--- src/rtl/isc_pkg.sv ---
// Shared types, widths and constants for the impedance sweep calculator.
// Used by isc_div, isc_cordic and impedance_sweep_calculator_core.
`timescale 1ns / 1ps

package isc_pkg;

   // sweep and CORDIC sizing
   localparam int SWEEP_POINTS = 16;
   localparam int CORDIC_STEPS = 16;
   localparam int COUNT_CAP    = 31;

   // datapath widths
   localparam int XY_W   = 36;   // CORDIC x/y, carries Z * 256 with gain
   localparam int ANG_W  = 26;   // CORDIC angle, 2^-24 turn units
   localparam int DVD_W  = 41;   // divider dividend / quotient
   localparam int DVS_W  = 16;   // divider divisor
   localparam int STEP_W = 5;    // CORDIC step counter, table of 23 angles

   // 1 / CORDIC gain in Q30
   localparam logic [30:0] INV_GAIN_Q30 = 31'd652032874;

   // register indexes of the configuration port
   localparam logic CSR_CAL_IMPEDANCE = 1'b0;
   localparam logic CSR_RESULT_OFFSET = 1'b1;

   // request kinds
   localparam logic REQ_CALIBRATE = 1'b0;
   localparam logic REQ_MEASURE   = 1'b1;

   // command to the CORDIC unit
   typedef struct packed {
      logic start;
      logic vec;    // 1: vectoring (phase), 0: rotation
   } cordic_cmd_type;

   // atan(2^-i) in 2^-24 turn
   function automatic logic [21:0] atan_angle(input logic [STEP_W-1:0] i);
      logic [21:0] v;
      case (i)
         5'd0:    v = 22'd2097152;
         5'd1:    v = 22'd1238021;
         5'd2:    v = 22'd654136;
         5'd3:    v = 22'd332050;
         5'd4:    v = 22'd166669;
         5'd5:    v = 22'd83416;
         5'd6:    v = 22'd41718;
         5'd7:    v = 22'd20860;
         5'd8:    v = 22'd10430;
         5'd9:    v = 22'd5215;
         5'd10:   v = 22'd2608;
         5'd11:   v = 22'd1304;
         5'd12:   v = 22'd652;
         5'd13:   v = 22'd326;
         5'd14:   v = 22'd163;
         5'd15:   v = 22'd81;
         5'd16:   v = 22'd41;
         5'd17:   v = 22'd20;
         5'd18:   v = 22'd10;
         5'd19:   v = 22'd5;
         5'd20:   v = 22'd3;
         5'd21:   v = 22'd1;
         5'd22:   v = 22'd1;
         default: v = 22'd0;
      endcase
      return v;
   endfunction

endpackage

--- src/rtl/isc_div.sv ---
// Restoring unsigned divider, one quotient bit per cycle.
// Depends on isc_pkg for widths.
`timescale 1ns / 1ps

module isc_div
   import isc_pkg::*;
(
   input  logic             clock,
   input  logic             reset,
   input  logic             start,
   input  logic [DVD_W-1:0] dividend,
   input  logic [DVS_W-1:0] divisor,
   output logic [DVD_W-1:0] quotient,
   output logic             done
);

   logic [DVS_W-1:0] rem_ff, rem_in;
   logic [DVD_W-1:0] quo_ff, quo_in;
   logic [DVS_W-1:0] dvs_ff, dvs_in;
   logic [5:0]       cnt_ff, cnt_in;
   logic             busy_ff, busy_in;
   logic             done_ff, done_in;
   logic [DVS_W:0]   shifted;
   logic             ge;

   // one shift / compare / subtract step
   always_comb begin
      shifted = {rem_ff, quo_ff[DVD_W-1]};
      ge      = shifted >= {1'b0, dvs_ff};
      rem_in  = rem_ff;
      quo_in  = quo_ff;
      dvs_in  = dvs_ff;
      cnt_in  = cnt_ff;
      busy_in = busy_ff;
      done_in = 1'b0;
      if (start) begin
         rem_in  = '0;
         quo_in  = dividend;
         dvs_in  = divisor;
         cnt_in  = 6'(DVD_W - 1);
         busy_in = 1'b1;
      end else if (busy_ff) begin
         rem_in = ge ? DVS_W'(shifted - {1'b0, dvs_ff}) : shifted[DVS_W-1:0];
         quo_in = {quo_ff[DVD_W-2:0], ge};
         cnt_in = cnt_ff - 6'd1;
         if (cnt_ff == '0) begin
            busy_in = 1'b0;
            done_in = 1'b1;
         end
      end
   end

   always_ff @(posedge clock) begin
      rem_ff <= rem_in;
      quo_ff <= quo_in;
      dvs_ff <= dvs_in;
      cnt_ff <= cnt_in;
      if (reset) begin
         busy_ff <= 1'b0;
         done_ff <= 1'b0;
      end else begin
         busy_ff <= busy_in;
         done_ff <= done_in;
      end
   end

   assign quotient = quo_ff;
   assign done     = done_ff;

endmodule

--- src/rtl/isc_cordic.sv ---
// Iterative CORDIC, one micro-rotation per cycle, vectoring or rotation mode.
// Depends on isc_pkg for widths and the arctangent table.
`timescale 1ns / 1ps

module isc_cordic
   import isc_pkg::*;
(
   input  logic                    clock,
   input  logic                    reset,
   input  cordic_cmd_type          cmd,
   input  logic signed [XY_W-1:0]  x0,
   input  logic signed [XY_W-1:0]  y0,
   input  logic signed [ANG_W-1:0] z0,
   output logic signed [XY_W-1:0]  x_out,
   output logic signed [XY_W-1:0]  y_out,
   output logic signed [ANG_W-1:0] z_out,
   output logic                    done
);

   logic signed [XY_W-1:0]  x_ff, x_in, y_ff, y_in, dx, dy;
   logic signed [ANG_W-1:0] z_ff, z_in, ang;
   logic [STEP_W-1:0]       i_ff, i_in;
   logic                    vec_ff, vec_in;
   logic                    busy_ff, busy_in;
   logic                    done_ff, done_in;
   logic                    up;

   always_comb begin
      dx  = x_ff >>> i_ff;
      dy  = y_ff >>> i_ff;
      ang = ANG_W'(atan_angle(i_ff));
      // vectoring drives y to zero, rotation drives the angle to zero
      up  = vec_ff ? (y_ff > 0) : z_ff[ANG_W-1];
      x_in    = x_ff;
      y_in    = y_ff;
      z_in    = z_ff;
      i_in    = i_ff;
      vec_in  = vec_ff;
      busy_in = busy_ff;
      done_in = 1'b0;
      if (cmd.start) begin
         x_in    = x0;
         y_in    = y0;
         z_in    = z0;
         i_in    = '0;
         vec_in  = cmd.vec;
         busy_in = 1'b1;
      end else if (busy_ff) begin
         if (up) begin
            x_in = x_ff + dy;
            y_in = y_ff - dx;
            z_in = z_ff + ang;
         end else begin
            x_in = x_ff - dy;
            y_in = y_ff + dx;
            z_in = z_ff - ang;
         end
         i_in = i_ff + 1'b1;
         if (i_ff == STEP_W'(CORDIC_STEPS - 1)) begin
            busy_in = 1'b0;
            done_in = 1'b1;
         end
      end
   end

   always_ff @(posedge clock) begin
      x_ff   <= x_in;
      y_ff   <= y_in;
      z_ff   <= z_in;
      i_ff   <= i_in;
      vec_ff <= vec_in;
      if (reset) begin
         busy_ff <= 1'b0;
         done_ff <= 1'b0;
      end else begin
         busy_ff <= busy_in;
         done_ff <= done_in;
      end
   end

   assign x_out = x_ff;
   assign y_out = y_ff;
   assign z_out = z_ff;
   assign done  = done_ff;

endmodule

--- src/rtl/impedance_sweep_calculator_core.sv ---
// Impedance sweep calculator: magnitude, phase, gain-factor impedance, averages.
// A measure word runs on past a calibrate word (division, rotation, gain removal);
// a last point adds three averaging divisions and the result output state.
// Throughput: one word at a time; set by the 16-step square root, the shared
// CORDIC (16 steps) and the bit-serial divider (41 steps).
// Reset (synchronous, active high) clears sums, flags and table; cal 462, offset 102.
`timescale 1ns / 1ps

module impedance_sweep_calculator_core
   import isc_pkg::*;
(
   input  logic        clock,
   input  logic        reset,
   // request stream
   input  logic        req_tvalid,
   output logic        req_tready,
   input  logic [39:0] req_tdata,   // point_index[3:0], real_part[19:4], imag_part[35:20]
   input  logic        req_tuser,   // req_type
   input  logic        req_tlast,   // last_point
   // result stream
   output logic        rsp_tvalid,
   input  logic        rsp_tready,
   output logic [79:0] rsp_tdata,   // total_impedance[23:0], active_part[47:24],
                                    // reactive_part[71:48], zero_magnitude[72], saturated[73]
   // configuration writes
   input  logic        csr_valid,
   output logic        csr_ready,
   input  logic        csr_index,
   input  logic [15:0] csr_data
);

   typedef enum logic [21:0] {
      ST_IDLE     = 22'h000001,
      ST_SQ_RE    = 22'h000002,
      ST_SQ_IM    = 22'h000004,
      ST_SQ_SUM   = 22'h000008,
      ST_SQRT     = 22'h000010,
      ST_VEC_GO   = 22'h000020,
      ST_VEC_WAIT = 22'h000040,
      ST_DISPATCH = 22'h000080,
      ST_MUL_CZ   = 22'h000100,
      ST_DIV_Z    = 22'h000200,
      ST_DIV_WAIT = 22'h000400,
      ST_ROT_GO   = 22'h000800,
      ST_ROT_WAIT = 22'h001000,
      ST_GX_LO    = 22'h002000,
      ST_GX_HI    = 22'h004000,
      ST_GY_LO    = 22'h008000,
      ST_GY_HI    = 22'h010000,
      ST_G_END    = 22'h020000,
      ST_ACCUM    = 22'h040000,
      ST_AVG_GO   = 22'h080000,
      ST_AVG_WAIT = 22'h100000,
      ST_OUT      = 22'h200000
   } state_type;

   localparam logic signed [67:0] OUT_MAX_V = 68'sd8388607;
   localparam logic signed [67:0] OUT_MIN_V = -68'sd8388608;

   // clip to 24 bits, top bit of the result flags a clip
   function automatic logic [24:0] clip24(input logic signed [67:0] v);
      logic [24:0] r;
      if (v > OUT_MAX_V) begin
         r = {1'b1, 24'h7fffff};
      end else if (v < OUT_MIN_V) begin
         r = {1'b1, 24'h800000};
      end else begin
         r = {1'b0, v[23:0]};
      end
      return r;
   endfunction

   // round an accumulated Q38 product to Q0 and clip
   function automatic logic [24:0] gain_round(input logic signed [67:0] v);
      logic signed [67:0] t;
      t = (v + (68'sd1 <<< 37)) >>> 38;
      return clip24(t);
   endfunction

   state_type state_ff, state_in;

   logic              kind_ff, kind_in, last_ff, last_in;
   logic [3:0]        idx_ff, idx_in;
   logic signed [15:0] re_ff, re_in, im_ff, im_in;
   logic [15:0]       cal_ff, cal_in, off_ff, off_in;
   logic [15:0]       ref_mag_ff [16];
   logic [15:0]       ref_ph_ff  [16];
   logic              ref_we;
   logic signed [49:0] prod_ff, prod_in;
   logic [31:0]       n_ff, n_in, sq_rem_ff, sq_rem_in, sq_r_ff, sq_r_in;
   logic [3:0]        sq_cnt_ff, sq_cnt_in;
   logic [15:0]       mag_ff, mag_in, ph_ff, ph_in;
   logic [23:0]       z_ff, z_in;
   logic signed [23:0] c_ff, c_in, s_ff, s_in;
   logic signed [67:0] acc_ff, acc_in;
   logic signed [31:0] sum_t_ff, sum_t_in, sum_a_ff, sum_a_in, sum_r_ff, sum_r_in;
   logic [4:0]        cnt_ff, cnt_in;
   logic [1:0]        flags_ff, flags_in;
   logic [1:0]        sel_ff, sel_in;
   logic              neg_ff, neg_in;
   logic [23:0]       avg_ff [3];
   logic [23:0]       avg_in [3];
   logic              rsp_valid_ff, rsp_valid_in;
   logic [73:0]       rsp_data_ff, rsp_data_in;

   // shared multiplier operands
   logic signed [18:0] mul_a;
   logic signed [30:0] mul_b;

   // sub-unit wiring
   cordic_cmd_type          cor_cmd;
   logic signed [XY_W-1:0]  cor_x0, cor_y0, cor_x, cor_y;
   logic signed [ANG_W-1:0] cor_z0, cor_z;
   logic                    cor_done;
   logic                    div_start, div_done;
   logic [DVD_W-1:0]        div_dvd, div_quo;
   logic [DVS_W-1:0]        div_dvs;

   // scratch
   logic [31:0]        bit_v, trial;
   logic               in_sweep, can_sum, out_free;
   logic [15:0]        rm, d_ang;
   logic [23:0]        ph_sum;
   logic [24:0]        clip_v;
   logic signed [31:0] sum_sel;
   logic [32:0]        mag_s;
   logic signed [67:0] avg_v;
   logic [DVD_W-1:0]   quo_v;

   isc_cordic u_cordic (
      .clock (clock),
      .reset (reset),
      .cmd   (cor_cmd),
      .x0    (cor_x0),
      .y0    (cor_y0),
      .z0    (cor_z0),
      .x_out (cor_x),
      .y_out (cor_y),
      .z_out (cor_z),
      .done  (cor_done)
   );

   isc_div u_div (
      .clock    (clock),
      .reset    (reset),
      .start    (div_start),
      .dividend (div_dvd),
      .divisor  (div_dvs),
      .quotient (div_quo),
      .done     (div_done)
   );

   assign req_tready = (state_ff == ST_IDLE);
   assign csr_ready  = 1'b1;
   assign rsp_tvalid = rsp_valid_ff;
   assign rsp_tdata  = {6'b0, rsp_data_ff};

   // multiplier operand select
   always_comb begin
      mul_a = '0;
      mul_b = '0;
      case (state_ff)
         ST_SQ_RE: begin
            mul_a = 19'(re_ff);
            mul_b = 31'(re_ff);
         end
         ST_SQ_IM: begin
            mul_a = 19'(im_ff);
            mul_b = 31'(im_ff);
         end
         ST_MUL_CZ: begin
            mul_a = {3'b0, cal_ff};
            mul_b = {15'b0, ref_mag_ff[idx_ff]};
         end
         ST_GX_LO: begin
            mul_a = {1'b0, cor_x[17:0]};
            mul_b = INV_GAIN_Q30;
         end
         ST_GX_HI: begin
            mul_a = 19'($signed(cor_x[35:18]));
            mul_b = INV_GAIN_Q30;
         end
         ST_GY_LO: begin
            mul_a = {1'b0, cor_y[17:0]};
            mul_b = INV_GAIN_Q30;
         end
         ST_GY_HI: begin
            mul_a = 19'($signed(cor_y[35:18]));
            mul_b = INV_GAIN_Q30;
         end
         default: begin
            mul_a = '0;
            mul_b = '0;
         end
      endcase
   end

   // sequencer
   always_comb begin
      state_in     = state_ff;
      kind_in      = kind_ff;
      last_in      = last_ff;
      idx_in       = idx_ff;
      re_in        = re_ff;
      im_in        = im_ff;
      cal_in       = cal_ff;
      off_in       = off_ff;
      ref_we       = 1'b0;
      prod_in      = mul_a * mul_b;
      n_in         = n_ff;
      sq_rem_in    = sq_rem_ff;
      sq_r_in      = sq_r_ff;
      sq_cnt_in    = sq_cnt_ff;
      mag_in       = mag_ff;
      ph_in        = ph_ff;
      z_in         = z_ff;
      c_in         = c_ff;
      s_in         = s_ff;
      acc_in       = acc_ff;
      sum_t_in     = sum_t_ff;
      sum_a_in     = sum_a_ff;
      sum_r_in     = sum_r_ff;
      cnt_in       = cnt_ff;
      flags_in     = flags_ff;
      sel_in       = sel_ff;
      neg_in       = neg_ff;
      avg_in       = avg_ff;
      rsp_valid_in = rsp_valid_ff;
      rsp_data_in  = rsp_data_ff;
      cor_cmd      = '0;
      cor_x0       = '0;
      cor_y0       = '0;
      cor_z0       = '0;
      div_start    = 1'b0;
      div_dvd      = '0;
      div_dvs      = '0;

      bit_v    = 32'd1 << {sq_cnt_ff, 1'b0};
      trial    = sq_r_ff + bit_v;
      in_sweep = 32'(idx_ff) < SWEEP_POINTS;
      can_sum  = in_sweep && (32'(cnt_ff) < COUNT_CAP) && (32'(cnt_ff) < SWEEP_POINTS);
      rm       = ref_mag_ff[idx_ff];
      d_ang    = ph_ff - ref_ph_ff[idx_ff];
      ph_sum   = cor_z[23:0] + 24'h80;
      out_free = !rsp_valid_ff || rsp_tready;
      clip_v   = '0;
      avg_v    = '0;
      quo_v    = '0;
      mag_s    = '0;

      case (sel_ff)
         2'd0:    sum_sel = sum_t_ff;
         2'd1:    sum_sel = sum_a_ff;
         default: sum_sel = sum_r_ff;
      endcase

      // result word leaves
      if (rsp_valid_ff && rsp_tready) begin
         rsp_valid_in = 1'b0;
      end

      // configuration write
      if (csr_valid) begin
         case (csr_index)
            CSR_CAL_IMPEDANCE: cal_in = csr_data;
            CSR_RESULT_OFFSET: off_in = csr_data;
            default:           cal_in = cal_ff;
         endcase
      end

      case (state_ff)
         ST_IDLE: begin
            if (req_tvalid) begin
               kind_in  = req_tuser;
               last_in  = req_tlast;
               idx_in   = req_tdata[3:0];
               re_in    = req_tdata[19:4];
               im_in    = req_tdata[35:20];
               state_in = ST_SQ_RE;
            end
         end
         ST_SQ_RE: state_in = ST_SQ_IM;
         ST_SQ_IM: begin
            n_in     = prod_ff[31:0];
            state_in = ST_SQ_SUM;
         end
         ST_SQ_SUM: begin
            sq_rem_in = n_ff + prod_ff[31:0];
            sq_r_in   = '0;
            sq_cnt_in = 4'd15;
            state_in  = ST_SQRT;
         end
         // one root bit per cycle
         ST_SQRT: begin
            if (sq_rem_ff >= trial) begin
               sq_rem_in = sq_rem_ff - trial;
               sq_r_in   = (sq_r_ff >> 1) + bit_v;
            end else begin
               sq_r_in = sq_r_ff >> 1;
            end
            sq_cnt_in = sq_cnt_ff - 4'd1;
            if (sq_cnt_ff == '0) begin
               state_in = ST_VEC_GO;
            end
         end
         ST_VEC_GO: begin
            mag_in      = 16'(sq_r_ff + 32'(sq_rem_ff > sq_r_ff));
            cor_cmd.start = 1'b1;
            cor_cmd.vec   = 1'b1;
            if (re_ff[15]) begin
               cor_x0 = -(XY_W'(re_ff) <<< 8);
               cor_y0 = -(XY_W'(im_ff) <<< 8);
               cor_z0 = ANG_W'(24'h800000);
            end else begin
               cor_x0 = XY_W'(re_ff) <<< 8;
               cor_y0 = XY_W'(im_ff) <<< 8;
               cor_z0 = '0;
            end
            state_in = ST_VEC_WAIT;
         end
         ST_VEC_WAIT: begin
            if (cor_done) begin
               ph_in    = (re_ff == '0 && im_ff == '0) ? 16'd0 : ph_sum[23:8];
               state_in = ST_DISPATCH;
            end
         end
         ST_DISPATCH: begin
            if (kind_ff == REQ_CALIBRATE) begin
               ref_we   = in_sweep;
               state_in = ST_IDLE;
            end else if (can_sum) begin
               if (mag_ff == '0 || rm == '0) begin
                  flags_in[0] = 1'b1;
                  z_in        = '0;
                  c_in        = '0;
                  s_in        = '0;
                  state_in    = ST_ACCUM;
               end else begin
                  state_in = ST_MUL_CZ;
               end
            end else begin
               sel_in   = '0;
               state_in = last_ff ? ST_AVG_GO : ST_IDLE;
            end
         end
         ST_MUL_CZ: state_in = ST_DIV_Z;
         // Z = cal * ref_mag * 256 / mag, rounded
         ST_DIV_Z: begin
            div_start = 1'b1;
            div_dvd   = {1'b0, prod_ff[31:0], 8'b0} + DVD_W'(mag_ff >> 1);
            div_dvs   = mag_ff;
            state_in  = ST_DIV_WAIT;
         end
         ST_DIV_WAIT: begin
            if (div_done) begin
               if (div_quo > DVD_W'(24'h7fffff)) begin
                  z_in        = 24'h7fffff;
                  flags_in[1] = 1'b1;
               end else begin
                  z_in = div_quo[23:0];
               end
               state_in = ST_ROT_GO;
            end
         end
         // rotate (Z, 0) by the phase difference, folded into +-90 degrees
         ST_ROT_GO: begin
            cor_cmd.start = 1'b1;
            cor_cmd.vec   = 1'b0;
            cor_y0        = '0;
            if (d_ang >= 16'h4000 && d_ang < 16'hC000) begin
               cor_x0 = -(XY_W'({z_ff, 8'b0}));
               cor_z0 = ANG_W'($signed(d_ang - 16'h8000)) <<< 8;
            end else begin
               cor_x0 = XY_W'({z_ff, 8'b0});
               cor_z0 = ANG_W'($signed(d_ang)) <<< 8;
            end
            state_in = ST_ROT_WAIT;
         end
         ST_ROT_WAIT: begin
            if (cor_done) begin
               state_in = ST_GX_LO;
            end
         end
         // gain removal, each 36-bit value as two 18-bit partial products
         ST_GX_LO: state_in = ST_GX_HI;
         ST_GX_HI: begin
            acc_in   = 68'(prod_ff);
            state_in = ST_GY_LO;
         end
         ST_GY_LO: begin
            clip_v      = gain_round(acc_ff + (68'(prod_ff) <<< 18));
            c_in        = clip_v[23:0];
            flags_in[1] = flags_ff[1] | clip_v[24];
            state_in    = ST_GY_HI;
         end
         ST_GY_HI: begin
            acc_in   = 68'(prod_ff);
            state_in = ST_G_END;
         end
         ST_G_END: begin
            clip_v      = gain_round(acc_ff + (68'(prod_ff) <<< 18));
            s_in        = clip_v[23:0];
            flags_in[1] = flags_ff[1] | clip_v[24];
            state_in    = ST_ACCUM;
         end
         ST_ACCUM: begin
            sum_t_in = sum_t_ff + $signed({8'b0, z_ff});
            sum_a_in = sum_a_ff + 32'(c_ff);
            sum_r_in = sum_r_ff + 32'(s_ff);
            cnt_in   = cnt_ff + 5'd1;
            sel_in   = '0;
            state_in = last_ff ? ST_AVG_GO : ST_IDLE;
         end
         // average: (|sum| + n/2) / n, sign restored, offset * 256 taken off total and active
         ST_AVG_GO: begin
            neg_in    = sum_sel[31];
            mag_s     = sum_sel[31] ? 33'(-(33'(sum_sel))) : 33'(sum_sel);
            div_start = 1'b1;
            div_dvd   = DVD_W'(mag_s) + DVD_W'(cnt_ff >> 1);
            div_dvs   = DVS_W'(cnt_ff);
            state_in  = ST_AVG_WAIT;
         end
         ST_AVG_WAIT: begin
            if (div_done) begin
               quo_v = (cnt_ff == '0) ? '0 : div_quo;
               avg_v = neg_ff ? -(68'(quo_v)) : 68'(quo_v);
               if (sel_ff != 2'd2) begin
                  avg_v = avg_v - 68'({off_ff, 8'b0});
               end
               clip_v         = clip24(avg_v);
               avg_in[sel_ff] = clip_v[23:0];
               flags_in[1]    = flags_ff[1] | clip_v[24];
               if (sel_ff == 2'd2) begin
                  state_in = ST_OUT;
               end else begin
                  sel_in   = sel_ff + 2'd1;
                  state_in = ST_AVG_GO;
               end
            end
         end
         ST_OUT: begin
            if (out_free) begin
               rsp_valid_in = 1'b1;
               rsp_data_in  = {flags_ff[1], flags_ff[0], avg_ff[2], avg_ff[1], avg_ff[0]};
               sum_t_in     = '0;
               sum_a_in     = '0;
               sum_r_in     = '0;
               cnt_in       = '0;
               flags_in     = '0;
               state_in     = ST_IDLE;
            end
         end
         default: state_in = ST_IDLE;
      endcase
   end

   // payload registers
   always_ff @(posedge clock) begin
      kind_ff     <= kind_in;
      last_ff     <= last_in;
      idx_ff      <= idx_in;
      re_ff       <= re_in;
      im_ff       <= im_in;
      prod_ff     <= prod_in;
      n_ff        <= n_in;
      sq_rem_ff   <= sq_rem_in;
      sq_r_ff     <= sq_r_in;
      sq_cnt_ff   <= sq_cnt_in;
      mag_ff      <= mag_in;
      ph_ff       <= ph_in;
      z_ff        <= z_in;
      c_ff        <= c_in;
      s_ff        <= s_in;
      acc_ff      <= acc_in;
      sel_ff      <= sel_in;
      neg_ff      <= neg_in;
      avg_ff      <= avg_in;
      rsp_data_ff <= rsp_data_in;
   end

   // control state, sums and calibration table
   always_ff @(posedge clock) begin
      if (reset) begin
         state_ff     <= ST_IDLE;
         cal_ff       <= 16'd462;
         off_ff       <= 16'd102;
         sum_t_ff     <= '0;
         sum_a_ff     <= '0;
         sum_r_ff     <= '0;
         cnt_ff       <= '0;
         flags_ff     <= '0;
         rsp_valid_ff <= 1'b0;
         for (int k = 0; k < 16; k++) begin
            ref_mag_ff[k] <= '0;
            ref_ph_ff[k]  <= '0;
         end
      end else begin
         state_ff     <= state_in;
         cal_ff       <= cal_in;
         off_ff       <= off_in;
         sum_t_ff     <= sum_t_in;
         sum_a_ff     <= sum_a_in;
         sum_r_ff     <= sum_r_in;
         cnt_ff       <= cnt_in;
         flags_ff     <= flags_in;
         rsp_valid_ff <= rsp_valid_in;
         if (ref_we) begin
            ref_mag_ff[idx_ff] <= mag_ff;
            ref_ph_ff[idx_ff]  <= ph_ff;
         end
      end
   end

`ifndef SYNTH
   a_onehot_state: assert property (@(posedge clock) disable iff (reset)
      $onehot(state_ff))
      else $error("state register not one-hot");

   a_count_bound: assert property (@(posedge clock) disable iff (reset)
      32'(cnt_ff) <= SWEEP_POINTS)
      else $error("point count beyond sweep length");

   a_accept_starts: assert property (@(posedge clock) disable iff (reset)
      (req_tvalid && req_tready) |=> (state_ff == ST_SQ_RE))
      else $error("accepted word did not start the sequence");

   a_sweep_clear: assert property (@(posedge clock) disable iff (reset)
      (state_ff == ST_OUT && (!rsp_tvalid || rsp_tready)) |=>
         (cnt_ff == '0 && flags_ff == '0 && rsp_tvalid))
      else $error("sweep state not cleared on result");
`endif

endmodule
--- config.mk ---
export PLATFORM = sky130hd
export DESIGN_NAME = impedance_sweep_calculator_core
export DESIGN_NICKNAME = d
export VERILOG_FILES = /design/src/rtl/isc_pkg.sv /design/src/rtl/isc_div.sv /design/src/rtl/isc_cordic.sv /design/src/rtl/impedance_sweep_calculator_core.sv
export SDC_FILE = /design/constraint.sdc
export NUM_CORES = 2
export LEC_CHECK = 0
export ABC_AREA = 0
export BUFFER_PORTS_ARGS = -buffer_cell sky130_fd_sc_hd__buf_4
export CORE_ASPECT_RATIO = 1.5
export CORE_MARGIN = 10
export CORE_UTILIZATION = 27
export DETAILED_ROUTE_END_ITERATION = 8
export GPL_TIMING_DRIVEN = 0
export HOLD_SLACK_MARGIN = 0.03
export PLACE_DENSITY = 0.39
export SLEW_MARGIN = 20
export SYNTH_ARGS = -nofsm -noshare
export SYNTH_HDL_FRONTEND = slang
export SYNTH_SLANG_ARGS = --single-unit
--- constraint.sdc ---
create_clock -name clock -period 14.25 [get_ports clock]
set_input_delay 0.7125 -clock clock [delete_from_list [all_inputs] [get_ports clock]]
set_output_delay 0.7125 -clock clock [all_outputs]
set_load 0.02 [all_outputs]
==> results by group <==
Global routing
  • Antenna violations before repair: 22
  • Number of global-route vias before repair: 83.5k
  • GRT Overall Usage: 20.6%
  • Overflow left after global routing: 0
  • Pin count of the biggest net entering global routing: 73
  • Wire length of the first global-routing pass: 614000 µm

Power and ir drop
  • Combinational Power Share: 27.6%
  • Switching component of the power: 4100 µW
  • Maximum resistive drop on vdd: 0.0000879 V
  • Leakage power: 0.0459 µW
  • Clk network pwr share: 34.6%
  • Internal Dissipation: 7990 µW
  • Total power per unit cell area: 104 nW/µm²
  • Net switching share of the total power: 33.9%
  • Register share of total power: 37.9%

Logic synthesis
  • Number of warning messages in the yosys log: 0
  • Mapped Cells: 10.0k
  • Number of unique standard cell types used by synthesis: 104
  • #FFs+latches synth: 1356
  • Share of the yosys chip area belonging to registers: 36.9%
  • Number of flops mapped to enable cells by yosys: 1091
  • Share of synthesized flip-flops with an asynchronous set or reset: 0%
  • Synth Flop Type: sky130_fd_sc_hd__edfxtp_1
  • Netlist Area Pre-Place: 103000 µm²
  • Post-synthesis average cell area: 10.3 µm²

Clocking
  • Clock buffer count from CTS: 160
  • Post-cts repair resize count: 0
  • # hold bufs at CTS: 23
  • Clk pin slew, worst setup/hold paths: 0.06 ns
  • # H-tree levels: 4
  • Bufs on Longest Clock Path: 4
  • Sinks on the clock net: 1356
  • Root buffer cell: sky130_fd_sc_hd__clkbuf_16
  • TritonCTS clock tree: built
  • Insertion delay to the later sink of the worst-skew pair: 0.89 ns
  • Count of buffers added by post-CTS timing repair for setup: 0

Timing
  • Min Tclk post-route: 13.48 ns
  • Crit share post-route: 94.6%
  • Worst Tran Pin Value: 1.28 ns
  • Relative max-transition margin: 14.6%
  • Final-report max-slew violation count: 0
  • Worst setup skew after layout: 0.0811 ns
  • Smallest setup slack after layout: 0.768 ns
  • Final number of hold-violating endpoints: 0
  • Setup repair after global routing missed its margin: no
  • Setup-violating endpoint count in the final report: 0
  • Setup TNS Final: 0 ns
  • Maximum clock frequency: 74.2 MHz

Floorplan
  • Effective utilization at floorplan: 27.1%
  • Die outline width: 525 µm
  • Boundary Pins: 147
  • Core Area: 382000 µm²
  • Num rows: 278
  • Full die area: 408000 µm²
  • Die span in y: 777 µm

Job
  • Number of max-cap violations: 0

Place
  • Cell Area, Placed: 111000 µm²
  • Buffers added on ports: 135
  • Final weighted congestion in routability-driven placement: 0.952
  • Post-place setup slack: 1.18 ns
  • Post-DP HPWL: 357000 µm
  • Total placed cells including tap cells: 15.2k

Setup path
  • Worst setup slack for register-to-register paths: 0.77 ns
  • Worst setup EP type: flop
  • Startpoint kind of the worst setup timing path: flop
  • Critical Setup Path Class: flop to flop
  • Cell count of the worst reg-to-reg path: 36
  • Worst r2r dst: prod_ff[48]
  • Endpoint arrival time on the critical path: 14.19 ns
  • Most used cell, CP: sky130_fd_sc_hd__fa_1
  • Peak fanout along the critical path: 10
  • Cell with the biggest individual delay on the critical path: sky130_fd_sc_hd__nor3b_1
  • Start of the worst register-to-register path: state_ff[6]
  • Worst endpoint required time: 14.96 ns
  • Maximum single-stage delay on the critical path: 1.06 ns

Finish
  • Area grow syn2layout: 12.9%
  • Nets: 11.6k
  • Post-Layout Cell Count: 15.5k
  • Fraction of final layout cells sized beyond drive strength 1: 8.34%
  • Final instance area: 117000 µm²
  • Number of fill cells: 39.3k

Hold path
  • Worst Min Path Start: req_tdata[20]
  • Number of instances on the worst hold path: 1
  • Worst hold path class: primary input to flop
  • End of the worst hold path: im_ff[0]

Route
  • Count of antenna-violating nets left after detailed routing: 0
  • Final routed wire length divided by cell count: 28.0 µm
  • Vias per cell: 5.17
  • First-pass iteration count of the detailed router: 7
  • Routed WL: 435000 µm
  • Number of vias after detailed routing: 80.4k
  • Post-detailed-route DRC marker count: 0
  • First DRT Iteration DRCs: 5815

Outcome
  • Status: complete, no violations
## how the worst max path moves through the flow
stage	startpoint	to	slack, ns	cells after the start
after floorplan	state_ff[9]	prod_ff[48]	3.82	33
after global placement	state_ff[9]	prod_ff[48]	-1.27	33
after detailed placement	state_ff[6]	prod_ff[48]	1.18	36
after CTS	state_ff[6]	prod_ff[48]	1.06	36
after global routing	state_ff[6]	prod_ff[48]	0.57	37
final	state_ff[6]	prod_ff[48]	0.77	36
## power by group through the flow
stage	Clock (µW)	Combinational [µW]	Sequential, µW
2_1_floorplan	0	2070	4570
3_3_place_gp	0	3290	4660
3_5_place_dp	0	3310	4670
4_1_cts	4300	3330	4580
5_1_grt	4430	3560	4580
6_report	4180	3330	4580
## registers in the layout, summed over array words and instances, names as in the netlist, 22 cells and up, named ones only
name / count
c_ff: 24
s_ff: 24
u_cordic.ang: 22
u_div.quotient: 41
u_cordic.z_out: 26
ref_mag_ff: 256
sq_rem_ff: 32
n_ff: 32
avg_ff: 72
sum_a_ff: 32
rsp_data_ff: 74
state_ff: 22
acc_ff: 32
u_cordic.x_out: 36
u_cordic.y_out: 36
sum_r_ff: 32
sq_r_ff: 32
ref_ph_ff: 256
z_ff: 24
sum_t_ff: 32
prod_ff: 50
## metal layers
metal  vias up  routed length (µm)  share of wire, %  track usage [%]
li1      36600                   -                 -                -
met1     40700              157000                36             22.0
met2      2302              232000                53             39.2
met3       824               17600               4.0             2.41
met4        10               29100               6.7             11.4
met5         -                  65             0.015                0
## synthesized netlist by cell type, drive strengths merged (79+ instances only)
| library cell | instances | share of area (%) |
|---|---|---|
| edfxtp | 1091 | 32 |
| inv | 813 | 3.0 |
| nand2 | 799 | 2.9 |
| nor2 | 726 | 2.6 |
| ha | 635 | 7.7 |
| a21oi | 610 | 3.0 |
| and2 | 554 | 3.4 |
| fa | 541 | 10 |
| clkbuf | 412 | 1.5 |
| xnor2 | 380 | 3.2 |
| o21ai | 367 | 1.8 |
| mux4 | 270 | 5.9 |
| dfxtp | 265 | 5.1 |
| xor2 | 250 | 2.1 |
| nand3 | 224 | 1.1 |
| nor3 | 160 | 0.78 |
| a21o | 156 | 1.1 |
| a31oi | 108 | 0.65 |
| nor4 | 99 | 0.64 |
| nand2b | 94 | 0.57 |
| and3 | 92 | 0.56 |
| or3 | 89 | 0.54 |
| a22oi | 84 | 0.61 |
| nor2b | 81 | 0.49 |
| nand4 | 79 | 0.48 |
## placed cells by master (no fill, tap or decap), types with 83 or more instances in the layout
cell type | netlist | final
sky130_fd_sc_hd__xor2_1 | 250 | 250
sky130_fd_sc_hd__ha_1 | 635 | 635
sky130_fd_sc_hd__mux4_2 | 270 | 270
sky130_fd_sc_hd__a21oi_1 | 610 | 610
sky130_fd_sc_hd__clkbuf_1 | 411 | 427
sky130_fd_sc_hd__fa_1 | 541 | 541
sky130_fd_sc_hd__nand3_1 | 223 | 223
sky130_fd_sc_hd__nand2_1 | 798 | 797
sky130_fd_sc_hd__or3_1 | 89 | 87
sky130_fd_sc_hd__o21ai_0 | 354 | 351
sky130_fd_sc_hd__inv_1 | 812 | 809
sky130_fd_sc_hd__clkbuf_16 | 0 | 163
sky130_fd_sc_hd__and3_1 | 92 | 90
sky130_fd_sc_hd__nor4_1 | 94 | 91
sky130_fd_sc_hd__a22oi_1 | 84 | 83
sky130_fd_sc_hd__edfxtp_1 | 1091 | 1091
sky130_fd_sc_hd__buf_4 | 10 | 154
sky130_fd_sc_hd__nor2_1 | 726 | 724
sky130_fd_sc_hd__a31oi_1 | 108 | 107
sky130_fd_sc_hd__and2_1 | 554 | 554
sky130_fd_sc_hd__a21o_1 | 156 | 156
sky130_fd_sc_hd__nor3_1 | 160 | 159
sky130_fd_sc_hd__dfxtp_1 | 265 | 265
sky130_fd_sc_hd__xnor2_1 | 380 | 380
sky130_fd_sc_hd__nand2b_1 | 94 | 93
## kinds of logic (layout without fill, tap and decap cells)
logic type                 count (synthesis)  in the layout  synth area share (%)
adders and majority gates               1176           1176                  18.2
and+or+nand+nor                         3189           3189                  15.5
muxes                                    361            361                  6.80
other                                      2             20               0.00727
xor gates and xnor gates                 631            631                  5.36
AOI/OAI and AO/OA                       1999           1999                  12.5
DFF                                     1356           1356                  36.9
buffers and inverters                   1308           1772                  4.82
## cell type report
class                           count  area [µm²]  share of cell area, %
Multi-Input combinational cell   7366       60400                   51.8
Tap cell                         5040        6310                   5.41
Antenna cell                       10        25.0                 0.0215
Sequential cell                  1356       38100                   32.6
Clock inverter                     79         817                  0.701
Timing Repair Buffer              190        1740                   1.50
Buffer                            490        1940                   1.66
Inverter                          818        3080                   2.64
Clock buffer                      195        4230                   3.63
## worst max-delay path: cells and delay by family (launching register included)
family	cells	cell delay, ns
simple gates	10	3.26
compound gates	10	3.37
fa+ha+maj	8	3.83
buf+inv	7	2.28
xor+xnor	1	0.24
flops	1	0.30
## through the flow
step	hold slack, ns	utilization [%]	power (µW)
3_3_place_gp	0.402	29.0	7950
6_report	0.0878	30.6	12100
3_5_place_dp	0.405	29.2	7970
5_1_grt	0.0567	30.6	12600
2_1_floorplan	0.400	-	6640
4_1_cts	0.0312	30.6	12200
(Power assumes the default switching activity.)
